[src/hw/rtl/ilhr_pkg.sv]
// ----------------------------------------------------------------------------
// ilhr_pkg
// Types, widths, register codes and the CORDIC angle table of the turn-rate unit.
// ----------------------------------------------------------------------------
package ilhr_pkg;

	localparam int POSITION_BITS = 20;
	localparam int CORDIC_STEPS_DEF = 16;
	localparam int WARMUP_TICKS_DEF = 3;
	localparam int CORDIC_TABLE_LEN = 24;

	localparam int HEADING_W = 16;
	localparam int ANGLE_W = 32;
	localparam int TURN_W = 32;
	localparam int RATE_W = 10;
	localparam int OFFSET_W = 10;
	localparam int GAIN_W = 16;
	localparam int DATA_W = 32;
	localparam int ADDR_W = 4;
	localparam int REG_IDX_W = 2;

	// Datapath widths.
	localparam int DX_W = POSITION_BITS + 1;
	localparam int VX_W = POSITION_BITS + 12;
	localparam int E_W = POSITION_BITS + 10;
	localparam int U_W = POSITION_BITS + 29;
	localparam int MPLIER_W = 32;
	localparam int MUL_CNT_W = $clog2(MPLIER_W);
	localparam int PROD_W = U_W + MPLIER_W;
	localparam int NUM_W = POSITION_BITS + 32;

	// Last multiplier bit index for each operand kind.
	localparam logic [MUL_CNT_W-1:0] MUL_LAST_SHORT = MUL_CNT_W'(RATE_W);
	localparam logic [MUL_CNT_W-1:0] MUL_LAST_GAIN = MUL_CNT_W'(GAIN_W);
	localparam logic [MUL_CNT_W-1:0] MUL_LAST_Q30 = MUL_CNT_W'(MPLIER_W - 1);

	localparam logic signed [ANGLE_W-1:0] CORDIC_INIT_X = 32'sd652032874;

	localparam logic [REG_IDX_W-1:0] REG_RATE = 2'd0;
	localparam logic [REG_IDX_W-1:0] REG_OFFSET = 2'd1;
	localparam logic [REG_IDX_W-1:0] REG_GAIN = 2'd2;

	localparam logic [RATE_W-1:0] RATE_RST = 10'd100;
	localparam logic [OFFSET_W-1:0] OFFSET_RST = 10'd220;
	localparam logic [GAIN_W-1:0] GAIN_RST = 16'd384;

	typedef struct packed {
		logic signed [POSITION_BITS-1:0] current_x;
		logic signed [POSITION_BITS-1:0] current_y;
		logic [HEADING_W-1:0] heading;
		logic signed [POSITION_BITS-1:0] target_x;
		logic signed [POSITION_BITS-1:0] target_y;
	} pose_t;

	typedef struct packed {
		logic signed [TURN_W-1:0] turn_rate;
		logic ready_res;
	} turn_t;

	typedef enum logic [3:0] {
		ST_IDLE,
		ST_CORDIC,
		ST_MUL_VX,
		ST_MUL_VY,
		ST_MUL_BC,
		ST_MUL_BS,
		ST_MUL_GE1,
		ST_MUL_GE2,
		ST_MUL_US,
		ST_MUL_UC,
		ST_DIV,
		ST_OUT
	} state_t;

	// Arctangent of 2^-i as a fraction of a turn, 2^32 per turn.
	function automatic logic signed [ANGLE_W-1:0] atan_turn(input logic [4:0] idx);
		logic signed [ANGLE_W-1:0] v;
		case (idx)
			5'd0: v = 32'sh20000000;
			5'd1: v = 32'sh12E4051E;
			5'd2: v = 32'sh09FB385B;
			5'd3: v = 32'sh051111D4;
			5'd4: v = 32'sh028B0D43;
			5'd5: v = 32'sh0145D7E1;
			5'd6: v = 32'sh00A2F61E;
			5'd7: v = 32'sh00517C55;
			5'd8: v = 32'sh0028BE53;
			5'd9: v = 32'sh00145F2F;
			5'd10: v = 32'sh000A2F98;
			5'd11: v = 32'sh000517CC;
			5'd12: v = 32'sh00028BE6;
			5'd13: v = 32'sh000145F3;
			5'd14: v = 32'sh0000A2FA;
			5'd15: v = 32'sh0000517D;
			5'd16: v = 32'sh000028BE;
			5'd17: v = 32'sh0000145F;
			5'd18: v = 32'sh00000A30;
			5'd19: v = 32'sh00000518;
			5'd20: v = 32'sh0000028C;
			5'd21: v = 32'sh00000146;
			5'd22: v = 32'sh000000A3;
			5'd23: v = 32'sh00000051;
			default: v = '0;
		endcase
		return v;
	endfunction

endpackage

[src/hw/rtl/ilhr_cordic.sv]
// ----------------------------------------------------------------------------
// ilhr_cordic
// Iterative CORDIC rotator giving sine and cosine of a binary heading, Q2.30.
// ----------------------------------------------------------------------------
module ilhr_cordic #(
	parameter int CORDIC_STEPS = ilhr_pkg::CORDIC_STEPS_DEF
) (
	input  logic clk,
	input  logic arst_n,
	input  logic start,
	input  logic [ilhr_pkg::HEADING_W-1:0] heading,
	output logic done,
	output logic signed [ilhr_pkg::ANGLE_W-1:0] sin_val,
	output logic signed [ilhr_pkg::ANGLE_W-1:0] cos_val
);
	import ilhr_pkg::*;

	localparam int IDX_W = $clog2(CORDIC_STEPS);

	logic signed [ANGLE_W-1:0] x_q, y_q, z_q;
	logic signed [ANGLE_W-1:0] dx, dy, at;
	logic [ANGLE_W-1:0] angle;
	logic [IDX_W-1:0] idx_q;
	logic flip_q, busy_q, done_q;

	assign angle = {heading, 16'h0000};
	assign dx = y_q >>> idx_q;
	assign dy = x_q >>> idx_q;
	assign at = atan_turn(5'(idx_q));

	always_ff @(posedge clk or negedge arst_n) begin
		if (!arst_n) begin
			busy_q <= 1'b0;
			done_q <= 1'b0;
			idx_q <= '0;
		end else begin
			done_q <= 1'b0;
			if (start) begin
				busy_q <= 1'b1;
				idx_q <= '0;
			end else if (busy_q) begin
				if (idx_q == IDX_W'(CORDIC_STEPS - 1)) begin
					busy_q <= 1'b0;
					done_q <= 1'b1;
				end else begin
					idx_q <= idx_q + 1'b1;
				end
			end
		end
	end

	always_ff @(posedge clk) begin
		if (start) begin
			// Fold the angle into [-90, 90) degrees; the result is negated later.
			flip_q <= angle[31] ^ angle[30];
			z_q <= (angle[31] ^ angle[30]) ? {~angle[31], angle[30:0]} : angle;
			x_q <= CORDIC_INIT_X;
			y_q <= '0;
		end else if (busy_q) begin
			if (!z_q[ANGLE_W-1]) begin
				x_q <= x_q - dx;
				y_q <= y_q + dy;
				z_q <= z_q - at;
			end else begin
				x_q <= x_q + dx;
				y_q <= y_q - dy;
				z_q <= z_q + at;
			end
		end
	end

	assign done = done_q;
	assign cos_val = flip_q ? -x_q : x_q;
	assign sin_val = flip_q ? -y_q : y_q;

endmodule

[src/hw/rtl/ilhr_mul.sv]
// ----------------------------------------------------------------------------
// ilhr_mul
// Radix-2 shift-add signed multiplier, one multiplier bit per cycle.
// ----------------------------------------------------------------------------
module ilhr_mul (
	input  logic clk,
	input  logic arst_n,
	input  logic start,
	input  logic signed [ilhr_pkg::U_W-1:0] mcand,
	input  logic signed [ilhr_pkg::MPLIER_W-1:0] mplier,
	input  logic [ilhr_pkg::MUL_CNT_W-1:0] last,
	output logic done,
	output logic signed [ilhr_pkg::PROD_W-1:0] prod
);
	import ilhr_pkg::*;

	logic signed [PROD_W-1:0] acc_q, mc_q, term, sum;
	logic [MPLIER_W-1:0] mp_q;
	logic [MUL_CNT_W-1:0] cnt_q;
	logic busy_q, done_q;

	// The top multiplier bit carries negative weight.
	always_comb begin
		term = mp_q[0] ? mc_q : '0;
		sum = (cnt_q == '0) ? acc_q - term : acc_q + term;
	end

	always_ff @(posedge clk or negedge arst_n) begin
		if (!arst_n) begin
			busy_q <= 1'b0;
			done_q <= 1'b0;
			cnt_q <= '0;
		end else begin
			done_q <= 1'b0;
			if (start) begin
				busy_q <= 1'b1;
				cnt_q <= last;
			end else if (busy_q) begin
				if (cnt_q == '0) begin
					busy_q <= 1'b0;
					done_q <= 1'b1;
				end else begin
					cnt_q <= cnt_q - 1'b1;
				end
			end
		end
	end

	always_ff @(posedge clk) begin
		if (start) begin
			acc_q <= '0;
			mc_q <= PROD_W'(mcand);
			mp_q <= mplier;
		end else if (busy_q) begin
			acc_q <= sum;
			mc_q <= mc_q <<< 1;
			mp_q <= mp_q >> 1;
		end
	end

	assign done = done_q;
	assign prod = acc_q;

endmodule

[src/hw/rtl/ilhr_div.sv]
// ----------------------------------------------------------------------------
// ilhr_div
// Restoring divider by the point offset, truncating, saturated to 32 bits.
// ----------------------------------------------------------------------------
module ilhr_div (
	input  logic clk,
	input  logic arst_n,
	input  logic start,
	input  logic signed [ilhr_pkg::NUM_W-1:0] dividend,
	input  logic [ilhr_pkg::OFFSET_W-1:0] divisor,
	output logic done,
	output logic signed [ilhr_pkg::TURN_W-1:0] quot
);
	import ilhr_pkg::*;

	localparam int CNT_W = $clog2(NUM_W);

	logic [NUM_W-1:0] q_q;
	logic [OFFSET_W-1:0] rem_q;
	logic [OFFSET_W:0] trial, diff;
	logic [CNT_W-1:0] cnt_q;
	logic neg_q, busy_q, done_q, fits;
	logic big_pos, big_neg;

	assign trial = {rem_q, q_q[NUM_W-1]};
	assign diff = trial - {1'b0, divisor};
	assign fits = trial >= {1'b0, divisor};

	always_ff @(posedge clk or negedge arst_n) begin
		if (!arst_n) begin
			busy_q <= 1'b0;
			done_q <= 1'b0;
			cnt_q <= '0;
		end else begin
			done_q <= 1'b0;
			if (start) begin
				busy_q <= 1'b1;
				cnt_q <= CNT_W'(NUM_W - 1);
			end else if (busy_q) begin
				if (cnt_q == '0) begin
					busy_q <= 1'b0;
					done_q <= 1'b1;
				end else begin
					cnt_q <= cnt_q - 1'b1;
				end
			end
		end
	end

	always_ff @(posedge clk) begin
		if (start) begin
			neg_q <= dividend[NUM_W-1];
			q_q <= dividend[NUM_W-1] ? NUM_W'(-dividend) : NUM_W'(dividend);
			rem_q <= '0;
		end else if (busy_q) begin
			rem_q <= fits ? diff[OFFSET_W-1:0] : trial[OFFSET_W-1:0];
			q_q <= {q_q[NUM_W-2:0], fits};
		end
	end

	always_comb begin
		big_pos = |q_q[NUM_W-1:TURN_W-1];
		big_neg = (|q_q[NUM_W-1:TURN_W]) || (q_q[TURN_W-1] && (|q_q[TURN_W-2:0]));
		if (neg_q) begin
			quot = big_neg ? {1'b1, {(TURN_W-1){1'b0}}} : -$signed(q_q[TURN_W-1:0]);
		end else begin
			quot = big_pos ? {1'b0, {(TURN_W-1){1'b1}}} : $signed(q_q[TURN_W-1:0]);
		end
	end

	assign done = done_q;

endmodule

[src/hw/rtl/io_linearization_heading_rate_unit.sv]
// ----------------------------------------------------------------------------
// io_linearization_heading_rate_unit
// Sequence: an item during warm-up gives its zero result in the cycle after it is
// accepted; a full item runs the CORDIC loop, then the chain of products on the
// bit-serial multiplier and then the bit-serial divider before its result is offered.
// Throughput: one item at a time; a new item is taken after the result leaves.
// Reset: arst_n clears the sequencer, the warm-up count and the stored target
// and loads the register defaults; no item is pending after reset.
// ----------------------------------------------------------------------------
module io_linearization_heading_rate_unit #(
	parameter int CORDIC_STEPS = ilhr_pkg::CORDIC_STEPS_DEF,
	parameter int WARMUP_TICKS = ilhr_pkg::WARMUP_TICKS_DEF
) (
	input  logic clk,
	input  logic arst_n,
	input  logic psel,
	input  logic penable,
	input  logic pwrite,
	input  logic [ilhr_pkg::ADDR_W-1:0] paddr,
	input  logic [ilhr_pkg::DATA_W-1:0] pwdata,
	output logic [ilhr_pkg::DATA_W-1:0] prdata,
	output logic pready,
	input  logic pose_valid,
	output logic pose_ready,
	input  ilhr_pkg::pose_t pose,
	output logic turn_valid,
	input  logic turn_ready,
	output ilhr_pkg::turn_t turn
);
	import ilhr_pkg::*;

	// Configuration registers.
	logic [RATE_W-1:0] rate_q;
	logic [OFFSET_W-1:0] offset_q, b_eff;
	logic [GAIN_W-1:0] gain_q;
	logic [REG_IDX_W-1:0] reg_idx;

	// Per-tick state kept between items.
	logic signed [POSITION_BITS-1:0] prev_x_q, prev_y_q;
	logic [1:0] warm_q, warm_next;
	logic warm_ok;

	// Sequencer.
	state_t state_q, state_next;
	logic issued_q;
	logic cordic_start, mul_start, div_start;
	logic cordic_done, mul_done, div_done;

	// Datapath registers of the item in flight.
	pose_t pose_q;
	turn_t turn_q;
	logic signed [DX_W-1:0] dx_q, dy_q;
	logic signed [VX_W-1:0] vx_q, vy_q;
	logic signed [ANGLE_W-1:0] sin_q, cos_q, sin_w, cos_w;
	logic signed [E_W-1:0] e1_q, e2_q, errx, erry, off_sh;
	logic signed [U_W-1:0] u1_q, u2_q;
	logic signed [NUM_W-1:0] m1_q, num_q, prod_q30;
	logic signed [TURN_W-1:0] div_quot;

	// Shared multiplier operands.
	logic signed [U_W-1:0] mcand;
	logic signed [MPLIER_W-1:0] mplier;
	logic [MUL_CNT_W-1:0] mul_last;
	logic signed [PROD_W-1:0] mul_prod;

	// ------------------------------------------------------------------
	// Configuration port. Writes complete in the access phase; pready is
	// tied high, so no wait states are ever inserted.
	// ------------------------------------------------------------------
	assign pready = 1'b1;
	assign reg_idx = paddr[ADDR_W-1:2];

	always_ff @(posedge clk or negedge arst_n) begin
		if (!arst_n) begin
			rate_q <= RATE_RST;
			offset_q <= OFFSET_RST;
			gain_q <= GAIN_RST;
		end else if (psel && penable && pwrite) begin
			unique case (reg_idx)
				REG_RATE: rate_q <= pwdata[RATE_W-1:0];
				REG_OFFSET: offset_q <= pwdata[OFFSET_W-1:0];
				REG_GAIN: gain_q <= pwdata[GAIN_W-1:0];
				default: ;
			endcase
		end
	end

	always_comb begin
		unique case (reg_idx)
			REG_RATE: prdata = DATA_W'(rate_q);
			REG_OFFSET: prdata = DATA_W'(offset_q);
			REG_GAIN: prdata = DATA_W'(gain_q);
			default: prdata = '0;
		endcase
	end

	// A zero offset is treated as one millimetre so the divide is defined.
	assign b_eff = (offset_q == '0) ? OFFSET_W'(1) : offset_q;

	// ------------------------------------------------------------------
	// Warm-up. The count saturates at three; an item is live once the
	// count after it reaches WARMUP_TICKS. Items in warm-up skip the
	// arithmetic and give a zero turn rate with ready_res low.
	// ------------------------------------------------------------------
	assign warm_next = (warm_q == 2'd3) ? warm_q : warm_q + 2'd1;
	assign warm_ok = warm_next >= 2'(WARMUP_TICKS);

	// ------------------------------------------------------------------
	// Sequencer. Each compute state issues one operation on its unit,
	// waits for the unit's done pulse and moves on. The issued flag makes
	// the start a single pulse taken from operands already registered.
	// ------------------------------------------------------------------
	always_ff @(posedge clk or negedge arst_n) begin
		if (!arst_n) begin
			state_q <= ST_IDLE;
			issued_q <= 1'b0;
			warm_q <= '0;
			prev_x_q <= '0;
			prev_y_q <= '0;
		end else begin
			state_q <= state_next;
			if (cordic_start || mul_start || div_start) begin
				issued_q <= 1'b1;
			end else if (cordic_done || mul_done || div_done) begin
				issued_q <= 1'b0;
			end
			if (pose_valid && pose_ready) begin
				warm_q <= warm_next;
				prev_x_q <= pose.target_x;
				prev_y_q <= pose.target_y;
			end
		end
	end

	always_comb begin
		state_next = state_q;
		pose_ready = 1'b0;
		turn_valid = 1'b0;
		cordic_start = 1'b0;
		mul_start = 1'b0;
		div_start = 1'b0;
		unique case (state_q)
			ST_IDLE: begin
				pose_ready = 1'b1;
				if (pose_valid) begin
					state_next = warm_ok ? ST_CORDIC : ST_OUT;
				end
			end
			ST_CORDIC: begin
				cordic_start = !issued_q;
				if (cordic_done) begin
					state_next = ST_MUL_VX;
				end
			end
			ST_MUL_VX: begin
				mul_start = !issued_q;
				if (mul_done) begin
					state_next = ST_MUL_VY;
				end
			end
			ST_MUL_VY: begin
				mul_start = !issued_q;
				if (mul_done) begin
					state_next = ST_MUL_BC;
				end
			end
			ST_MUL_BC: begin
				mul_start = !issued_q;
				if (mul_done) begin
					state_next = ST_MUL_BS;
				end
			end
			ST_MUL_BS: begin
				mul_start = !issued_q;
				if (mul_done) begin
					state_next = ST_MUL_GE1;
				end
			end
			ST_MUL_GE1: begin
				mul_start = !issued_q;
				if (mul_done) begin
					state_next = ST_MUL_GE2;
				end
			end
			ST_MUL_GE2: begin
				mul_start = !issued_q;
				if (mul_done) begin
					state_next = ST_MUL_US;
				end
			end
			ST_MUL_US: begin
				mul_start = !issued_q;
				if (mul_done) begin
					state_next = ST_MUL_UC;
				end
			end
			ST_MUL_UC: begin
				mul_start = !issued_q;
				if (mul_done) begin
					state_next = ST_DIV;
				end
			end
			ST_DIV: begin
				div_start = !issued_q;
				if (div_done) begin
					state_next = ST_OUT;
				end
			end
			ST_OUT: begin
				turn_valid = 1'b1;
				if (turn_ready) begin
					state_next = ST_IDLE;
				end
			end
			default: state_next = ST_IDLE;
		endcase
	end

	// ------------------------------------------------------------------
	// Operand selection for the shared multiplier. Unsigned registers go
	// in as positive signed values one bit wider than themselves.
	// ------------------------------------------------------------------
	always_comb begin
		mcand = U_W'(dx_q);
		mplier = MPLIER_W'($signed({1'b0, rate_q}));
		mul_last = MUL_LAST_SHORT;
		case (state_q)
			ST_MUL_VY: mcand = U_W'(dy_q);
			ST_MUL_BC: begin
				mcand = U_W'(cos_q);
				mplier = MPLIER_W'($signed({1'b0, b_eff}));
			end
			ST_MUL_BS: begin
				mcand = U_W'(sin_q);
				mplier = MPLIER_W'($signed({1'b0, b_eff}));
			end
			ST_MUL_GE1: begin
				mcand = U_W'(e1_q);
				mplier = MPLIER_W'($signed({1'b0, gain_q}));
				mul_last = MUL_LAST_GAIN;
			end
			ST_MUL_GE2: begin
				mcand = U_W'(e2_q);
				mplier = MPLIER_W'($signed({1'b0, gain_q}));
				mul_last = MUL_LAST_GAIN;
			end
			ST_MUL_US: begin
				mcand = u1_q;
				mplier = sin_q;
				mul_last = MUL_LAST_Q30;
			end
			ST_MUL_UC: begin
				mcand = u2_q;
				mplier = cos_q;
				mul_last = MUL_LAST_Q30;
			end
			default: ;
		endcase
	end

	// Position error in Q.8 mm minus the offset point, floored shifts.
	assign errx = E_W'(pose_q.target_x) - E_W'(pose_q.current_x);
	assign erry = E_W'(pose_q.target_y) - E_W'(pose_q.current_y);
	assign off_sh = E_W'(mul_prod >>> 22);
	assign prod_q30 = NUM_W'(mul_prod >>> 30);

	// ------------------------------------------------------------------
	// Datapath capture. Each unit's done pulse writes the value that the
	// current state was waiting for.
	// ------------------------------------------------------------------
	always_ff @(posedge clk) begin
		if (pose_valid && pose_ready) begin
			pose_q <= pose;
			dx_q <= DX_W'(pose.target_x) - DX_W'(prev_x_q);
			dy_q <= DX_W'(pose.target_y) - DX_W'(prev_y_q);
			if (!warm_ok) begin
				turn_q <= '0;
			end
		end
		if (cordic_done) begin
			sin_q <= sin_w;
			cos_q <= cos_w;
		end
		if (mul_done) begin
			case (state_q)
				ST_MUL_VX: vx_q <= VX_W'(mul_prod);
				ST_MUL_VY: vy_q <= VX_W'(mul_prod);
				ST_MUL_BC: e1_q <= (errx <<< 8) - off_sh;
				ST_MUL_BS: e2_q <= (erry <<< 8) - off_sh;
				ST_MUL_GE1: u1_q <= (U_W'(vx_q) <<< 16) + U_W'(mul_prod);
				ST_MUL_GE2: u2_q <= (U_W'(vy_q) <<< 16) + U_W'(mul_prod);
				ST_MUL_US: m1_q <= prod_q30;
				ST_MUL_UC: num_q <= m1_q - prod_q30;
				default: ;
			endcase
		end
		if (div_done) begin
			turn_q.turn_rate <= div_quot;
			turn_q.ready_res <= 1'b1;
		end
	end

	assign turn = turn_q;

	ilhr_cordic #(
		.CORDIC_STEPS(CORDIC_STEPS)
	) u_cordic (
		.clk(clk),
		.arst_n(arst_n),
		.start(cordic_start),
		.heading(pose_q.heading),
		.done(cordic_done),
		.sin_val(sin_w),
		.cos_val(cos_w)
	);

	ilhr_mul u_mul (
		.clk(clk),
		.arst_n(arst_n),
		.start(mul_start),
		.mcand(mcand),
		.mplier(mplier),
		.last(mul_last),
		.done(mul_done),
		.prod(mul_prod)
	);

	ilhr_div u_div (
		.clk(clk),
		.arst_n(arst_n),
		.start(div_start),
		.dividend(num_q),
		.divisor(b_eff),
		.done(div_done),
		.quot(div_quot)
	);

endmodule

[config.mk]
export PLATFORM = sky130hd
export DESIGN_NAME = io_linearization_heading_rate_unit
export DESIGN_NICKNAME = d
export VERILOG_FILES = /design/src/hw/rtl/ilhr_pkg.sv /design/src/hw/rtl/ilhr_cordic.sv /design/src/hw/rtl/ilhr_mul.sv /design/src/hw/rtl/ilhr_div.sv /design/src/hw/rtl/io_linearization_heading_rate_unit.sv
export SDC_FILE = /design/constraint.sdc
export NUM_CORES = 2
export LEC_CHECK = 0
export ABC_AREA = 0
export BUFFER_PORTS_ARGS = -buffer_cell sky130_fd_sc_hd__buf_2
export CELL_PAD_IN_SITES_DETAIL_PLACEMENT = 1
export CELL_PAD_IN_SITES_GLOBAL_PLACEMENT = 2
export CORE_MARGIN = 10
export CORE_UTILIZATION = 25
export DETAILED_ROUTE_END_ITERATION = 10
export GPL_TIMING_DRIVEN = 1
export PLACE_DENSITY = 0.51
export RECOVER_POWER = 100
export SYNTH_ARGS = -nofsm -noshare
export SYNTH_HDL_FRONTEND = slang
export SYNTH_HIERARCHICAL = 1
export SYNTH_SLANG_ARGS = --single-unit
[constraint.sdc]
create_clock -name clk -period 6.8 [get_ports clk]
set_input_delay 0.68 -clock clk [delete_from_list [all_inputs] [get_ports clk]]
set_output_delay 0.68 -clock clk [all_outputs]
set_load 0.05 [all_outputs]
==> impl_metrics.json <==
{
  "wl_per_cell_um": 25.0,
  "cap_violations": 29,
  "syn_area_sq_um": 70700,
  "vdd_drop_max_v": 0.000166,
  "place_ws_ns": 0.149,
  "vias": 58100,
  "layoutNonFillerInstCount": 11400,
  "areaGrowthSynthToFinish_pct": 15.1,
  "design.core.area_sq_um": 282000,
  "clk_latency_ns": 0.85,
  "setup_tns_ns": 0,
  "cp.required_ns": 7.43,
  "die_area_sq_um": 304000,
  "reg2reg_depth": 24,
  "avgSynthCellArea_sq_um": 9.66,
  "cts_max_level": 4,
  "hold_ws_ns": 0.110,
  "drc": 0,
  "drv_slew": 1184,
  "routed_wl_mm": 285,
  "report.final.hold_viol_count": 0,
  "dp_cells": 11100,
  "power.density_nw_per_um2": 192,
  "root_buffer": "clkbuf_16",
  "yosysMostFrequentCell": "edfxtp_1",
  "finalSetupViolations": 0,
  "synth-adder-area-share_pct": 8.23,
  "cts_tree": "yes",
  "hp-class": "in2reg",
  "synthTopCellsByCount": "758 x edfxtp_1, 659 x nor2_1, 571 x nand2_1",
  "violations": "capacitance limit, slew limit",
  "drtPass1Iterations": 6,
  "grt_pass1_vias": 60900,
  "setup_ws_ns": 0.386,
  "fmax_ghz": 0.156,
  "reg2reg_slack_ns": 0.39,
  "holdPathEnd": "offset_q[3]",
  "async_reset_ff_share_pct": 10.2,
  "ant_nets": 0,
  "drive_above_1_share_pct": 10.1,
  "skew_ns": 0.0982,
  "globalRouteOverflowTotal": 0,
  "status": "finished with violations",
  "period_needed_ns": 6.41,
  "yosysTopAreaCellShare_pct": 32.2,
  "die_w_um": 552,
  "r2r_end": "u_mul/prod[52]",
  "yosys.area_share.simple_pct": 14.5,
  "place_congestion": 0.848,
  "start_kind": "register",
  "ios": 207,
  "synth_compound_area_share_pct": 18.6,
  "yosysWarnings": 6,
  "synth_largest_area_cell": "edfxtp_1",
  "die_y_um": 552,
  "yosysSeqAreaShare_pct": 40.3,
  "synth_seq_cells": 1018,
  "grt_pass1_wl_mm": 419,
  "fin_nets": 8144,
  "grt_use_total_pct": 18.1,
  "antenna_found_initial": 15,
  "worstSetupEndpointType": "register",
  "relSlewSlack_pct": -122,
  "routed_via_density": 5.10,
  "leakagePower_nw": 31.8,
  "io_buffers": 171,
  "r2r-start": "u_mul/mc_q[4]",
  "synth_flop_cell": "edfxtp_1",
  "crit_type": "reg2reg",
  "cp.arrival_ns": 7.04,
  "synth-edff-count": 758,
  "clkTransAtPathRegs_ns": 0.06,
  "initial_core_util_pct": 25.1,
  "synth_top_family_by_area": "compound AO/OA/AOI/OAI gates",
  "synth_xor_area_share_pct": 7.66,
  "netlist_instances": 7318,
  "synthDistinctLibCells": 111,
  "dp_hpwl_mm": 222,
  "row_count": 195,
  "whs_path_depth": 2,
  "min_from": "pwdata[3]",
  "cts_buffers": 147,
  "muxShareOfSynthArea_pct": 6.73,
  "grt_max_degree": 95,
  "cts_max_path_buffers": 4,
  "post-route-util_pct": 28.9,
  "drtIter0Drc": 3538,
  "synth_area_leaders": "edfxtp_1 32%, ha_1 7.9%, xnor2_1 4.9%",
  "tightest_slew_ns": 3.33,
  "cts.sinks": 1018,
  "cp_max_fo": 23,
  "period_share_pct": 94.3
}
==> power by group <==
| part | total [mW] | switching [mW] | internal (mW) |
|---|---|---|---|
| combinational | 0.986 | 0.564 | 0.422 |
| clock | 7.75 | 3.11 | 4.64 |
| sequential | 6.92 | 0.154 | 6.76 |
| total | 15.7 | 3.83 | 11.8 |
==> metal layers <==
layer | global-route usage [%] | wire length (um) | up-vias
li1 | - | - | 27600
met1 | 23.6 | 128000 | 29300
met2 | 32.2 | 141000 | 901
met3 | 1.69 | 8310 | 274
met4 | 4.05 | 6840 | 0
met5 | 0 | 0 | -
==> kinds of logic (layout without fill, tap and decap cells) <==
| group | after synthesis | after routing |
|---|---|---|
| AND/OR/NAND/NOR | 2133 | 2133 |
| other | 2 | 22 |
| multiplexers | 350 | 350 |
| flip-flops | 1018 | 1018 |
| AO/OA/AOI/OAI | 2015 | 2015 |
| buffers and inverters | 724 | 1048 |
| XOR/XNOR | 618 | 618 |
| adder cells (fa/ha/maj) | 458 | 458 |
==> stage by stage <==
step	power, mW	instance area, sq um
after global routing	16.3	81300
final	15.7	81300
after global placement	8.00	76500
after detailed placement	8.02	76500
after CTS	16.0	81900
after floorplan	7.67	70700
==> how the worst max path moves through the flow <==
| stage | startpoint | end | slack, ns | depth (start not counted) |
|---|---|---|---|---|
| after floorplan | u_cordic/idx_q[2] | u_cordic/y_q[24] | 0.57 | 26 |
| after global placement | u_mul/mc_q[29] | u_mul/prod[65] | 0.15 | 20 |
| after detailed placement | u_mul/mc_q[29] | u_mul/prod[65] | 0.15 | 22 |
| after CTS | u_mul/mc_q[29] | u_mul/prod[65] | 0.12 | 22 |
| after global routing | u_mul/mc_q[29] | u_mul/prod[79] | -0.0001 | 26 |
| final | u_mul/mc_q[4] | u_mul/prod[52] | 0.39 | 24 |
==> critical path: stages (launching register included) <==
cell and delay [ns]:
edfxtp_1 0.47, o41ai_1 0.50, nand2_1 0.23, a21o_1 0.37, a21oi_1 0.22, nor2b_2 0.25
nand2_1 0.15, nand2_1 0.18, nand2_1 0.07, buf_4 0.25, o211ai_1 0.15, ha_1 0.30
o21a_1 0.12, o31a_1 0.14, o21ai_0 0.60, a211oi_1 0.23, nor3_1 0.31, buf_4 0.23
clkbuf_1 0.23, nor2_1 0.07, or2_2 0.30, a21oi_1 0.27, o21ai_0 0.16, xnor2_1 0.24
o21ai_0 0.10
==> repair_timing <==
action,4_1_cts,5_1_grt
buffers inserted,0,3
gates resized for setup,0,7
endpoints found under the setup margin,0,16
hold endpoints to repair,107,0
hold buffers,61,0
==> cells in the final DEF, fill, tap and decap left out, types with 55 or more instances in the layout <==
master and n:
a211oi_1 64, a21o_1 167, a21oi_1 548, a22oi_1 71
a31oi_1 92, buf_2 74, buf_4 143, clkbuf_1 183
clkbuf_16 152, dfrtp_1 88, dfxtp_1 156, dlygate4sd3_1 61
edfxtp_1 758, ha_1 446, inv_1 330, mux2_2 148
mux2i_1 112, mux4_2 77, nand2_1 572, nand2b_1 71
nand3_1 139, nand4_1 74, nor2_1 657, nor2b_1 75
nor3_1 147, o21a_1 65, o21ai_0 457, o21bai_1 55
o31ai_1 60, or3_1 68, xnor2_1 394, xor2_1 224
==> area by class of cell <==
class	instances	area [sq um]
Multi-Input combinational cell	5591	39300
Tap cell	3743	4680
Inverter	334	1260
Clock buffer	186	4040
Fill cell	32200	200000
Antenna cell	5	12.5
Timing Repair Buffer	455	2810
Clock inverter	73	679
Sequential cell	1018	28500
==> sequential cells by signal, summed over array words and instances (netlist names), 32 cells and up <==
register / cells
u_cordic/x_q: 32
u_mul/mp_q: 32
u_cordic/y_q: 32
num_q: 52
u_div/q_q: 52
u_mul/mc_q: 81
turn: 33
u_mul/prod: 81
m1_q: 51
vy_q: 32
sin_q: 32
pose_q: 96
u_cordic/z_q: 32
u2_q: 49
vx_q: 32
u1_q: 49
cos_q: 32
Note: power is estimated with default switching activity, not from simulation.
